===== config.mk =====
export PLATFORM = sky130hd
export DESIGN_NAME = tbc_expand
export DESIGN_NICKNAME = d
export VERILOG_FILES = /design/src/design/tbc_pkg.sv /design/src/design/tbc_expand.sv
export SDC_FILE = /design/constraint.sdc
export NUM_CORES = 1
export LEC_CHECK = 0
export BUFFER_PORTS_ARGS = -buffer_cell sky130_fd_sc_hd__buf_2
export CAP_MARGIN = 20
export CELL_PAD_IN_SITES_DETAIL_PLACEMENT = 0
export CELL_PAD_IN_SITES_GLOBAL_PLACEMENT = 2
export CORE_AREA = 4 4 650 652
export DETAILED_ROUTE_END_ITERATION = 10
export DIE_AREA = 0 0 654 656
export GPL_TIMING_DRIVEN = 0
export PLACE_DENSITY_LB_ADDON = 0.1
export SLEW_MARGIN = 15
export SYNTH_ARGS = -nofsm -noshare
export SYNTH_HDL_FRONTEND = slang
export SYNTH_SLANG_ARGS = --single-unit
export TNS_END_PERCENT = 1

===== constraint.sdc =====
create_clock -name clk -period 0.8 [get_ports clk]
set_clock_uncertainty 0.1 [all_clocks]
set_input_delay 0.04 -clock clk [delete_from_list [all_inputs] [get_ports clk]]
set_output_delay 0.04 -clock clk [all_outputs]
set_load 0.01 [all_outputs]

===== src/design/tbc_pkg.sv =====
`timescale 1ns / 1ps
// ----------------------------------------------------------------------------
// tbc_pkg: shared types and constants for the 256-bit tweakable block cipher
// Word and stage types, pipeline depth and the MIX rotation schedule.
// ----------------------------------------------------------------------------
package tbc_pkg;

	localparam int NUM_ROUNDS = 72;
	localparam logic [63:0] KEY_PARITY = 64'h1bd11bdaa9fc1a22;

	// Subkey index counts up to NUM_ROUNDS / 4.
	localparam int SK_IDX_W = $clog2(NUM_ROUNDS / 4 + 1);

	// Stage 0 expands the key; one stage per round; one injection stage
	// before every fourth round and one after the last round.
	localparam int PIPE_LAST = (NUM_ROUNDS - 1) + (NUM_ROUNDS - 1) / 4 + 3;

	typedef logic [63:0] word_t;

	typedef struct packed {
		word_t [3:0] v;
		word_t [4:0] kw;
		word_t [2:0] tw;
		word_t [3:0] sk;
	} stage_t;

	// Which key and tweak words form the next subkey, and its index.
	typedef struct packed {
		logic [2:0]          k0;
		logic [2:0]          k1;
		logic [2:0]          k2;
		logic [2:0]          k3;
		logic [1:0]          t0;
		logic [1:0]          t1;
		logic [SK_IDX_W-1:0] idx;
	} sk_sel_t;

	function automatic logic [5:0] rot_amt(input logic [2:0] r, input logic j);
		logic [5:0] amt;
		case ({r, j})
			4'd0:    amt = 6'd14;
			4'd1:    amt = 6'd16;
			4'd2:    amt = 6'd52;
			4'd3:    amt = 6'd57;
			4'd4:    amt = 6'd23;
			4'd5:    amt = 6'd40;
			4'd6:    amt = 6'd5;
			4'd7:    amt = 6'd37;
			4'd8:    amt = 6'd25;
			4'd9:    amt = 6'd33;
			4'd10:   amt = 6'd46;
			4'd11:   amt = 6'd12;
			4'd12:   amt = 6'd58;
			4'd13:   amt = 6'd22;
			4'd14:   amt = 6'd32;
			4'd15:   amt = 6'd32;
			default: amt = 6'd0;
		endcase
		return amt;
	endfunction

endpackage


===== src/design/tbc_expand.sv =====
`timescale 1ns / 1ps
// ----------------------------------------------------------------------------
// tbc_expand: key and tweak expansion stage
// Derives the fifth key word, the third tweak word and subkey zero.
// ----------------------------------------------------------------------------
module tbc_expand
	import tbc_pkg::*;
(
	input  logic            clk,
	input  logic            arst_n,
	input  logic            in_valid,
	input  word_t [3:0]     plain,
	input  word_t [3:0]     key,
	input  word_t [1:0]     tweak,
	output logic            out_valid,
	output stage_t          out_stage
);

	logic   valid_s1;
	stage_t stage_s1;

	always_ff @(posedge clk or negedge arst_n) begin
		if (!arst_n) begin
			valid_s1 <= 1'b0;
		end else begin
			valid_s1 <= in_valid;
		end
	end

	always_ff @(posedge clk) begin
		stage_s1.v     <= plain;
		stage_s1.kw    <= {key[0] ^ key[1] ^ key[2] ^ key[3] ^ KEY_PARITY, key};
		stage_s1.tw    <= {tweak[0] ^ tweak[1], tweak};
		// subkey zero: k0, k1 + t0, k2 + t1, k3 + 0
		stage_s1.sk[0] <= key[0];
		stage_s1.sk[1] <= key[1] + tweak[0];
		stage_s1.sk[2] <= key[2] + tweak[1];
		stage_s1.sk[3] <= key[3];
	end

	assign out_valid = valid_s1;
	assign out_stage = stage_s1;

endmodule


# ---- Yosys cells after proc, flatten, opt, wreduce, memory -nomap -nowiden
# Index checks and enable logic that the tools add are counted.
dict set report op_classes {
  add_sub_neg 2
  multipliers 0
  div_mod_pow 0
  order_cmp 0
  n_eq_ne 0
  shift 0
  muxes 0
  n_bitwise 5
  n_reduce_logical 0
}
# op n
set op_table {}
lappend op_table {{$xor 64x64->64} 4}
lappend op_table {{$add 64x64->64} 2}
lappend op_table {{$not 32->32} 1}
dict set report word_totals {
  regBits 897
  latchBits 0
  mem_bits_rw 0
  romBits 0
  output_inout_bits 1025
  memories 0
}

# ---- Depth between registers and ports, before layout
# Gate-level depths: netlist of the first run.
dict set report depth {
  word_depth 4
  depth_mapped 12
  mapped_depth_nobuf 12
}

# ---- Least setup slack after synthesis of the first run
# Ideal clock, no wire load.
dict set report synth_timing {
  path_kind {input port to flip-flop}
  startpoint {in key[64] (netlist name)}
  endpoint {reg stage_s1, in the netlist out_stage[124]}
  setup_ps 126
  arrival_ps 2488
  slack_ps -1914
  stages 12
  path_cell_list {ha_1 fa_1 a21oi_1 nor2_1 nor4b_2 o21ai_1 a21oi_2 nor3_1 a211oi_1 a22o_1 o211ai_1 xor2_1}
}
dict set report synth_via {
  elab_chain_cells 1
}
# item line
set synth_lines {}
lappend synth_lines {{start: declaration} tbc_expand.sv:13} ;# input word_t [3:0] key,
lappend synth_lines {{$add 64x64->64} tbc_expand.sv:36} ;# stage_s1.sk[1] <= key[1] + tweak[0];
lappend synth_lines {{end: declaration} tbc_expand.sv:20} ;# stage_t stage_s1;
# Every way passes these cells.

# ---- Final worst setup path of the first run
dict set report layout_timing {
  startpoint {in key[139] (netlist name)}
  endpoint {reg stage_s1, in the netlist out_stage[188]}
}
dict set report layout_via {
  elab_chain_cells 1
}
# item line
set layout_lines {}
lappend layout_lines {{$add 64x64->64} tbc_expand.sv:37} ;# stage_s1.sk[2] <= key[2] + tweak[1];
# Every way passes these cells.

==> results of run 1 <==
## synth_stat cells, types with 10 or more instances
cell type | count | area [sq um]
sky130_fd_sc_hd__a21o_1 | 75 | 563
sky130_fd_sc_hd__nor2_1 | 74 | 278
sky130_fd_sc_hd__o21ai_1 | 14 | 70.1
sky130_fd_sc_hd__a211oi_1 | 14 | 105
sky130_fd_sc_hd__xor2_1 | 143 | 1250
sky130_fd_sc_hd__dfxtp_1 | 896 | 17900
sky130_fd_sc_hd__a21oi_1 | 135 | 676
sky130_fd_sc_hd__nor3_1 | 16 | 80.1
sky130_fd_sc_hd__xnor2_1 | 233 | 2040
sky130_fd_sc_hd__nand3_1 | 15 | 75.1
sky130_fd_sc_hd__inv_1 | 33 | 124
sky130_fd_sc_hd__o21a_1 | 13 | 97.6
sky130_fd_sc_hd__o21bai_1 | 28 | 210
sky130_fd_sc_hd__buf_4 | 129 | 968
sky130_fd_sc_hd__a31oi_1 | 10 | 62.6
sky130_fd_sc_hd__nand4_1 | 27 | 169
sky130_fd_sc_hd__clkbuf_1 | 29 | 109
sky130_fd_sc_hd__nand2_1 | 96 | 360
sky130_fd_sc_hd__ha_1 | 126 | 1580
sky130_fd_sc_hd__nand2b_1 | 12 | 75.1
sky130_fd_sc_hd__and2_1 | 11 | 68.8
sky130_fd_sc_hd__o21ai_0 | 62 | 310
## layout make-up
type / instances / area [sq um]
clock inverter: 50 / 666
sequential: 897 / 18200
tap: 5497 / 6880
inverter: 33 / 124
antenna: 44 / 110
clock buffer: 201 / 4140
fill: 47146 / 353000
multi-input combinational: 1219 / 10900
buffer: 150 / 1130
timing repair buffer: 2872 / 21400
## flip-flops by register name (all words and copies together) (netlist names)
signal,count
out_valid,1
out_stage,896
## cell families after synthesis
kind of cell | after synthesis
flip-flops | 897
buffers and inverters | 196
adder cells (fa/ha/maj) | 128
XOR/XNOR | 376
AND/OR/NAND/NOR | 290
AO/OA/AOI/OAI | 425
## routing by layer
layer | up-vias | track usage [%] | share of wire [%]
li1 | 13840 | - | -
met1 | 14355 | 12.4 | 36
met2 | 1155 | 23.6 | 53
met3 | 457 | 4.57 | 8.1
met4 | 34 | 2.40 | 2.5
met5 | - | 0 | 0.088
## power groups by stage
stage	clock (mW)	combinational, mW	sequential, mW
floorplan	0	6.97	53.3
global placement	0	25.7	51.2
detailed placement	0	25.5	51.2
CTS	70.6	32.7	50.4
global route	71.8	35.3	50.8
finish	66.5	32.7	50.4
## how the worst min path moves through the flow
stage	end	cells past startpoint
after global placement	out_valid$_DFF_PN0_	1
after global routing	out_stage[256]$_DFF_P_	1
after CTS	out_stage[292]$_DFF_P_	1
after floorplan	out_valid$_DFF_PN0_	0
after detailed placement	out_valid$_DFF_PN0_	1
final	out_stage[256]$_DFF_P_	1
## through the flow
stage	hold slack [ns]	utilization [%]	power, mW	setup slack (ns)
final	-0.759	15.3	150	-1.57
after global routing	-0.853	15.2	158	-1.61
after CTS	-0.883	14.7	154	-1.58
after detailed placement	-0.266	10.5	76.6	-4.18
after global placement	-0.267	10.5	76.9	-4.77
after floorplan	-0.356	-	60.3	-1.68
## what timing repair did
item	in CTS	in global routing
hold endpoints to repair	898	369
hold buffers	1058	95
pin swaps	65	79
gates resized for setup	504	390
setup buffers	40	34
setup endpoints to repair	1141	1258
==> flow_metrics.py, run 1 <==
metrics = {
    "run_status": {
        "status": "finished with violations",
        "failed_checks": "hold timing, setup timing",
    },
    "timing": {
        "tightest_pin_transition_ns": 0.612,
        "finalCriticalPeriod_ns": 2.37,
        "drv_slew": 0,
        "rsz0062_at_grt": "yes",
        "setup_violations": 1312,
        "final_min_period_over_clock_period_pct": 296,
        "hold_viol_final": 286,
        "whs_ns": -0.759,
        "relSlewSlack_pct": 59.0,
        "final.setup.worst_slack_ns": -1.57,
        "max_freq_mhz": 422,
        "setup_total_negative_slack_ns": -789.75,
    },
    "worst_setup_path": {
        "cpMaxStageDelayCell": "sky130_fd_sc_hd__a2111oi_4",
        "max_stage_delay_ns": 0.49,
        "cp-startpoint": "key[139]",
        "critical_path_maximum_fanout": 5,
        "arrival_ns": 3.02,
        "worstSetupPathDepth": 15,
        "setup.worst_path.class": "input pin to flip-flop",
        "crit_path_cell_trace": "buf_6 -> ha_4 -> o21ai_4 -> a2111oi_4 -> o2111ai_4 -> buf_12 -> a211oi_4 -> o31ai_4 -> buf_12 -> o21ai_4 -> o21ai_4 -> o41ai_4 -> buf_4 -> a21oi_2 -> xnor2_1",
        "setup.worst_path.start_class": "input pin",
        "path_buf_inv": 4,
        "endpoint_kind": "flip-flop",
        "worst_path_dominant_cell_family": "compound AO/OA/AOI/OAI gates",
        "worstSetupEndpoint": "out_stage[188]$_DFF_P_",
        "critPathRequiredTime_ns": 1.45,
        "critical-path-top-cell-by-count": "sky130_fd_sc_hd__o21ai_4",
    },
    "synthesis": {
        "synthesis.yosys.warnings": 0,
        "synth.yosys.seq_area_share_pct": 63.4,
        "synth_area_per_cell_sq_um": 12.2,
        "synthesis.area_sq_um": 28300,
        "async_reset_ff_share_pct": 0.111,
        "synth_simple_gate_area_share_pct": 5.01,
        "yosys.cell_types.count": 78,
        "synth-xor-area-share_pct": 11.6,
        "ys_ff_latch": 897,
        "postSynthCellCount": 2312,
        "synthMuxAreaShare_pct": 0,
        "synth_top_family_by_area": "XOR/XNOR gates",
        "synth-compound-area-share_pct": 9.89,
        "synthFlopType": "sky130_fd_sc_hd__dfxtp_1",
        "total_nets_after_synthesis": 3083,
        "synth_enable_flop_cells": 0,
        "post_synth_fa_ha_maj_area_fraction_pct": 5.71,
    },
    "global_route": {
        "grt_pass1_vias": 31429,
        "total_routing_resource_utilization_after_global_routing_pct": 12.3,
        "global_route_wire_length_before_repair_mm": 342,
        "overflow": 0,
        "antenna_found_initial": 164,
        "grt_start_max_net_pins": 13,
    },
    "clock_tree": {
        "cts_inserted_buffers": 144,
        "ctsRootBufferMaster": "sky130_fd_sc_hd__clkbuf_16",
        "clock_path_buffers": 4,
        "sinks_on_clock_net": 897,
        "htree_levels": 4,
        "tritoncts_clock_tree": "built",
        "post_cts_clock_slew_at_the_launch_and_capture_registers_of_the_worst_setup_and_hold_paths_ns": 0.06,
    },
    "worst_hold_path": {
        "worstHoldStart": "tweak[0]",
        "worstHoldPathType": "input pin to flip-flop",
    },
    "power": {
        "pwr_density_cell_nw_per_um2": 2350,
        "share_clk_of_total_power_pct": 44.5,
        "seq_power_share_pct": 33.7,
        "net-switching-power_mw": 46.0,
        "power.share.switching_pct": 30.7,
        "power.share.combinational_pct": 21.9,
        "intPower_mw": 104,
        "power.leakage_nw": 27.0,
        "vdd_drop_max_mv": 1.40,
    },
    "detailed_routing": {
        "drtIter0Drc": 1037,
        "drcViolationCount": 0,
        "routed_via_density": 2.72,
        "firstDrtPassIters": 5,
        "routed_wire_length_per_instance_um": 25.1,
        "routed-via-count": 29841,
        "drt-total-wl_mm": 275,
        "postRouteAntennaNets": 0,
    },
    "layout": {
        "flow.area_growth_from_synthesis_pct": 124,
        "most_used_cells_in_the_layout_excluding_fill_and_tap_cells": "sky130_fd_sc_hd__buf_2, sky130_fd_sc_hd__dlygate4sd3_1, sky130_fd_sc_hd__dfxtp_1",
        "design.final.nets": 6088,
        "share_of_layout_cells_above_drive_strength_1_pct": 46.2,
        "final_standard_cell_count_with_taps_included_and_fillers_excluded": 10963,
        "most_common_cell_after_layout_fill_and_taps_aside": "sky130_fd_sc_hd__buf_2",
        "fin_area_sq_um": 63500,
    },
    "placement": {
        "routability_driven_placement_congestion_ratio": 0.769,
        "port_buffers": 1667,
        "dpl.hpwl_mm": 234,
        "numPlacedInstances": 9479,
        "placedInstanceArea_sq_um": 43600,
    },
    "floorplanning": {
        "core_region_area_sq_um": 416000,
        "dieArea_sq_um": 429000,
        "start_util_pct": 6.80,
        "floorplan.die.width_um": 654,
        "ioPinCount": 1668,
        "rows": 237,
        "die_height_um": 656,
    },
    "job": {
        "maxCapViolCount": 0,
    },
}
No activity file was read; power rests on OpenSTA's default activity.
==> run 2, diff against run 1 <==
Settings changed: ABC_AREA set to 1, CAP_MARGIN 20 to 10, CORE_AREA 4 4 650 652 to 4 4 642 644, DIE_AREA 0 0 654 656 to 0 0 646 648.
==> run 2 against run 1 <==
- the flow still finishes with violations (hold timing, setup timing)
- flip-flop and latch count stayed put
- largest cell class unchanged
- critical path type unchanged
- routed wire length is 36% higher
- maximum frequency is 37% higher
- clock power is 4.1% lower
==> flow_metrics.py, run 2 <==
metrics = {
    "run_status": {
        "status": "finished with violations",
        "failed_checks": "hold timing, setup timing",
    },
    "synthesis": {
        "synthMuxAreaShare_pct": 0,
        "async_reset_ff_share_pct": 0.111,
        "postSynthCellCount": 3851,
        "post-synth-top-area-cell": "sky130_fd_sc_hd__dfxtp_1",
        "synth_enable_flop_cells": 0,
        "post_synth_fa_ha_maj_area_fraction_pct": 4.91,
        "synth_top_family_by_area": "simple AND/OR/NAND/NOR gates",
        "synth-compound-area-share_pct": 1.41,
        "synthFlopType": "sky130_fd_sc_hd__dfxtp_1",
        "synth_top_cells_by_area": "sky130_fd_sc_hd__dfxtp_1, sky130_fd_sc_hd__nand2_1, sky130_fd_sc_hd__inv_1, sky130_fd_sc_hd__ha_1, sky130_fd_sc_hd__xnor2_1",
        "ys_ff_latch": 897,
        "yosysTopAreaCellShare_pct": 54.4,
        "synth-xor-area-share_pct": 8.50,
        "synth_area_per_cell_sq_um": 8.56,
        "post_synth_most_frequent_cells": "sky130_fd_sc_hd__nand2_1, sky130_fd_sc_hd__dfxtp_1, sky130_fd_sc_hd__inv_1",
        "total_nets_after_synthesis": 4622,
        "synthesis.area_sq_um": 33000,
        "most_repeated_cell_in_the_gate_level_netlist_after_synthesis": "sky130_fd_sc_hd__nand2_1",
        "yosys.cell_types.count": 25,
        "synth_simple_gate_area_share_pct": 20.5,
        "synthesis.yosys.warnings": 0,
        "synth.yosys.seq_area_share_pct": 54.5,
    },
    "detailed_routing": {
        "firstDrtPassIters": 5,
        "drtIter0Drc": 1518,
        "drt-total-wl_mm": 375,
        "postRouteAntennaNets": 0,
        "routed_via_density": 3.01,
        "routed-via-count": 37589,
        "drcViolationCount": 0,
        "routed_wire_length_per_instance_um": 30.0,
    },
    "layout": {
        "final_standard_cell_count_with_taps_included_and_fillers_excluded": 12503,
        "layout.area.seq_sq_um": 18400,
        "flow.area_growth_from_synthesis_pct": 116,
        "most_common_cell_after_layout_fill_and_taps_aside": "sky130_fd_sc_hd__buf_2",
        "most_used_cells_in_the_layout_excluding_fill_and_tap_cells": "sky130_fd_sc_hd__buf_2, sky130_fd_sc_hd__dlygate4sd3_1, sky130_fd_sc_hd__nand2_1",
        "multi_input_comb_area_sq_um": 14700,
        "largest_register_ff_count": 896,
        "share_of_layout_cells_above_drive_strength_1_pct": 40.0,
        "design.final.nets": 7688,
        "final.fill_count": 46032,
    },
    "worst_setup_path": {
        "max_stage_delay_ns": 0.65,
        "worstSetupPathDepth": 12,
        "critical-path-top-cell-by-count": "sky130_fd_sc_hd__nand2_1",
        "cpMaxStageDelayCell": "sky130_fd_sc_hd__dlygate4sd3_1",
        "arrival_ns": 2.35,
        "worst_path_dominant_cell_family": "simple AND/OR/NAND/NOR gates",
        "path_buf_inv": 3,
        "setup.worst_path.start_class": "input pin",
        "setup.worst_path.class": "input pin to flip-flop",
        "endpoint_kind": "flip-flop",
        "critical_path_maximum_fanout": 5,
        "critPathRequiredTime_ns": 1.42,
        "crit_path_cell_trace": "buf_2 -> dlygate4sd3_1 -> ha_4 -> nand2_1 -> inv_1 -> nand2_2 -> nor3_1 -> nand2_1 -> nor2_1 -> nand2_1 -> nand3_1 -> nand2_1",
    },
    "global_route": {
        "grt_pass1_vias": 38904,
        "antenna_found_initial": 205,
        "total_routing_resource_utilization_after_global_routing_pct": 17.0,
        "grt_start_max_net_pins": 12,
        "overflow": 0,
        "global_route_wire_length_before_repair_mm": 451,
    },
    "clock_tree": {
        "sinks_on_clock_net": 897,
        "htree_levels": 4,
        "cts_inserted_buffers": 140,
        "clock_path_buffers": 4,
        "ctsRootBufferMaster": "sky130_fd_sc_hd__clkbuf_16",
        "tritoncts_clock_tree": "built",
        "post_cts_clock_slew_at_the_launch_and_capture_registers_of_the_worst_setup_and_hold_paths_ns": 0.06,
    },
    "power": {
        "pwr_density_cell_nw_per_um2": 2160,
        "vdd_drop_max_mv": 1.33,
        "power.leakage_nw": 32.9,
        "fin_total_pwr_mw": 154,
    },
    "placement": {
        "routability_driven_placement_congestion_ratio": 0.854,
        "dpl.hpwl_mm": 319,
        "port_buffers": 1667,
        "numPlacedInstances": 10946,
        "preCtsSetupSlack_ns": -2.12,
    },
    "floorplanning": {
        "floorplan.die.width_um": 646,
        "die_height_um": 648,
        "core_region_area_sq_um": 406000,
        "rows": 234,
        "ioPinCount": 1668,
        "dieArea_sq_um": 419000,
        "start_util_pct": 8.12,
    },
    "timing": {
        "final_min_period_over_clock_period_pct": 216,
        "whs_ns": -0.767,
        "drv_slew": 0,
        "finalCriticalPeriod_ns": 1.73,
        "final.setup.worst_slack_ns": -0.928,
        "tightest_pin_transition_ns": 1.32,
        "setup_violations": 1307,
        "rsz0062_at_grt": "yes",
        "hold_viol_final": 153,
        "max_freq_mhz": 579,
        "relSlewSlack_pct": 11.4,
    },
    "job": {
        "maxCapViolCount": 0,
    },
    "worst_hold_path": {
        "worst_hold_path.num_cells": 1,
        "worstHoldPathType": "input pin to flip-flop",
    },
}
[run 2: changes by cell type in the layout (fill, tap and decap cells not counted), moves of 62 or more]
cell,before,now
sky130_fd_sc_hd__a21o_1,73,0
sky130_fd_sc_hd__buf_2,1548,1328
sky130_fd_sc_hd__buf_6,92,233
sky130_fd_sc_hd__dfxtp_1,759,692
sky130_fd_sc_hd__dfxtp_4,22,85
sky130_fd_sc_hd__dlygate4sd3_1,1125,1187
sky130_fd_sc_hd__ha_4,41,113
sky130_fd_sc_hd__inv_1,31,617
sky130_fd_sc_hd__nand2_1,88,1043
sky130_fd_sc_hd__nand2_2,8,133
sky130_fd_sc_hd__nand3_1,13,83
sky130_fd_sc_hd__nor2_1,58,145
sky130_fd_sc_hd__xnor2_1,226,157
[run 2: layout make-up]
class                           instances  area share (%)
Timing Repair Buffer                 2924            32.2
Sequential cell                       897            25.9
Multi-Input combinational cell       2188            20.7
Tap cell                             5428            9.55
Clock buffer                          205            5.85
Inverter                              638            3.37
Buffer                                128            1.63
Clock inverter                         37           0.612
Antenna cell                           58           0.204
[run 2: kinds of logic after synthesis]
group           Yosys count
xor+xnor                320
simple gates           1650
flops                   897
fa+ha+maj               128
compound gates           90
buf+inv                 766
[run 2: worst paths after layout]
path | startpoint | to | slack (ns)
max | tweak[122] | out_stage[187]$_DFF_P_ | -0.93
min | key[64] | out_stage[512]$_DFF_P_ | -0.77
min in group asynchronous | arst_n | out_valid$_DFF_PN0_ | 0.07
max in group asynchronous | arst_n | out_valid$_DFF_PN0_ | 0.42
[run 2: timing repair]
action | 4_1_cts | 5_1_grt
hold buffers | 1116 | 88
setup buffers | 0 | 64
pin swaps | 1 | 99
endpoints found under the hold margin | 895 | 256
setup endpoints to repair | 1144 | 1266
resized for setup | 910 | 730
[run 2: where the power goes]
part	internal [mW]	switching [mW]
sequential	48.9	2.00
combinational	15.8	23.1
clock	37.8	26.1
[run 2: per-layer routing]
metal  global-route usage [%]  share of wire (%)
met1                     20.1                 41
met2                     31.0                 50
met3                     4.12                6.2
met4                     3.10                2.3
met5                        0              0.042
[run 2: through the flow]
stage	setup TNS [ns]	util, %	instance area, sq um
finish	-732.71	17.5	71100
global route	-833.37	17.5	71000
CTS	-868.66	16.5	66800
detailed placement	-236.77	11.9	48200
global placement	-241.92	11.9	48100
floorplan	-67.71	-	33000
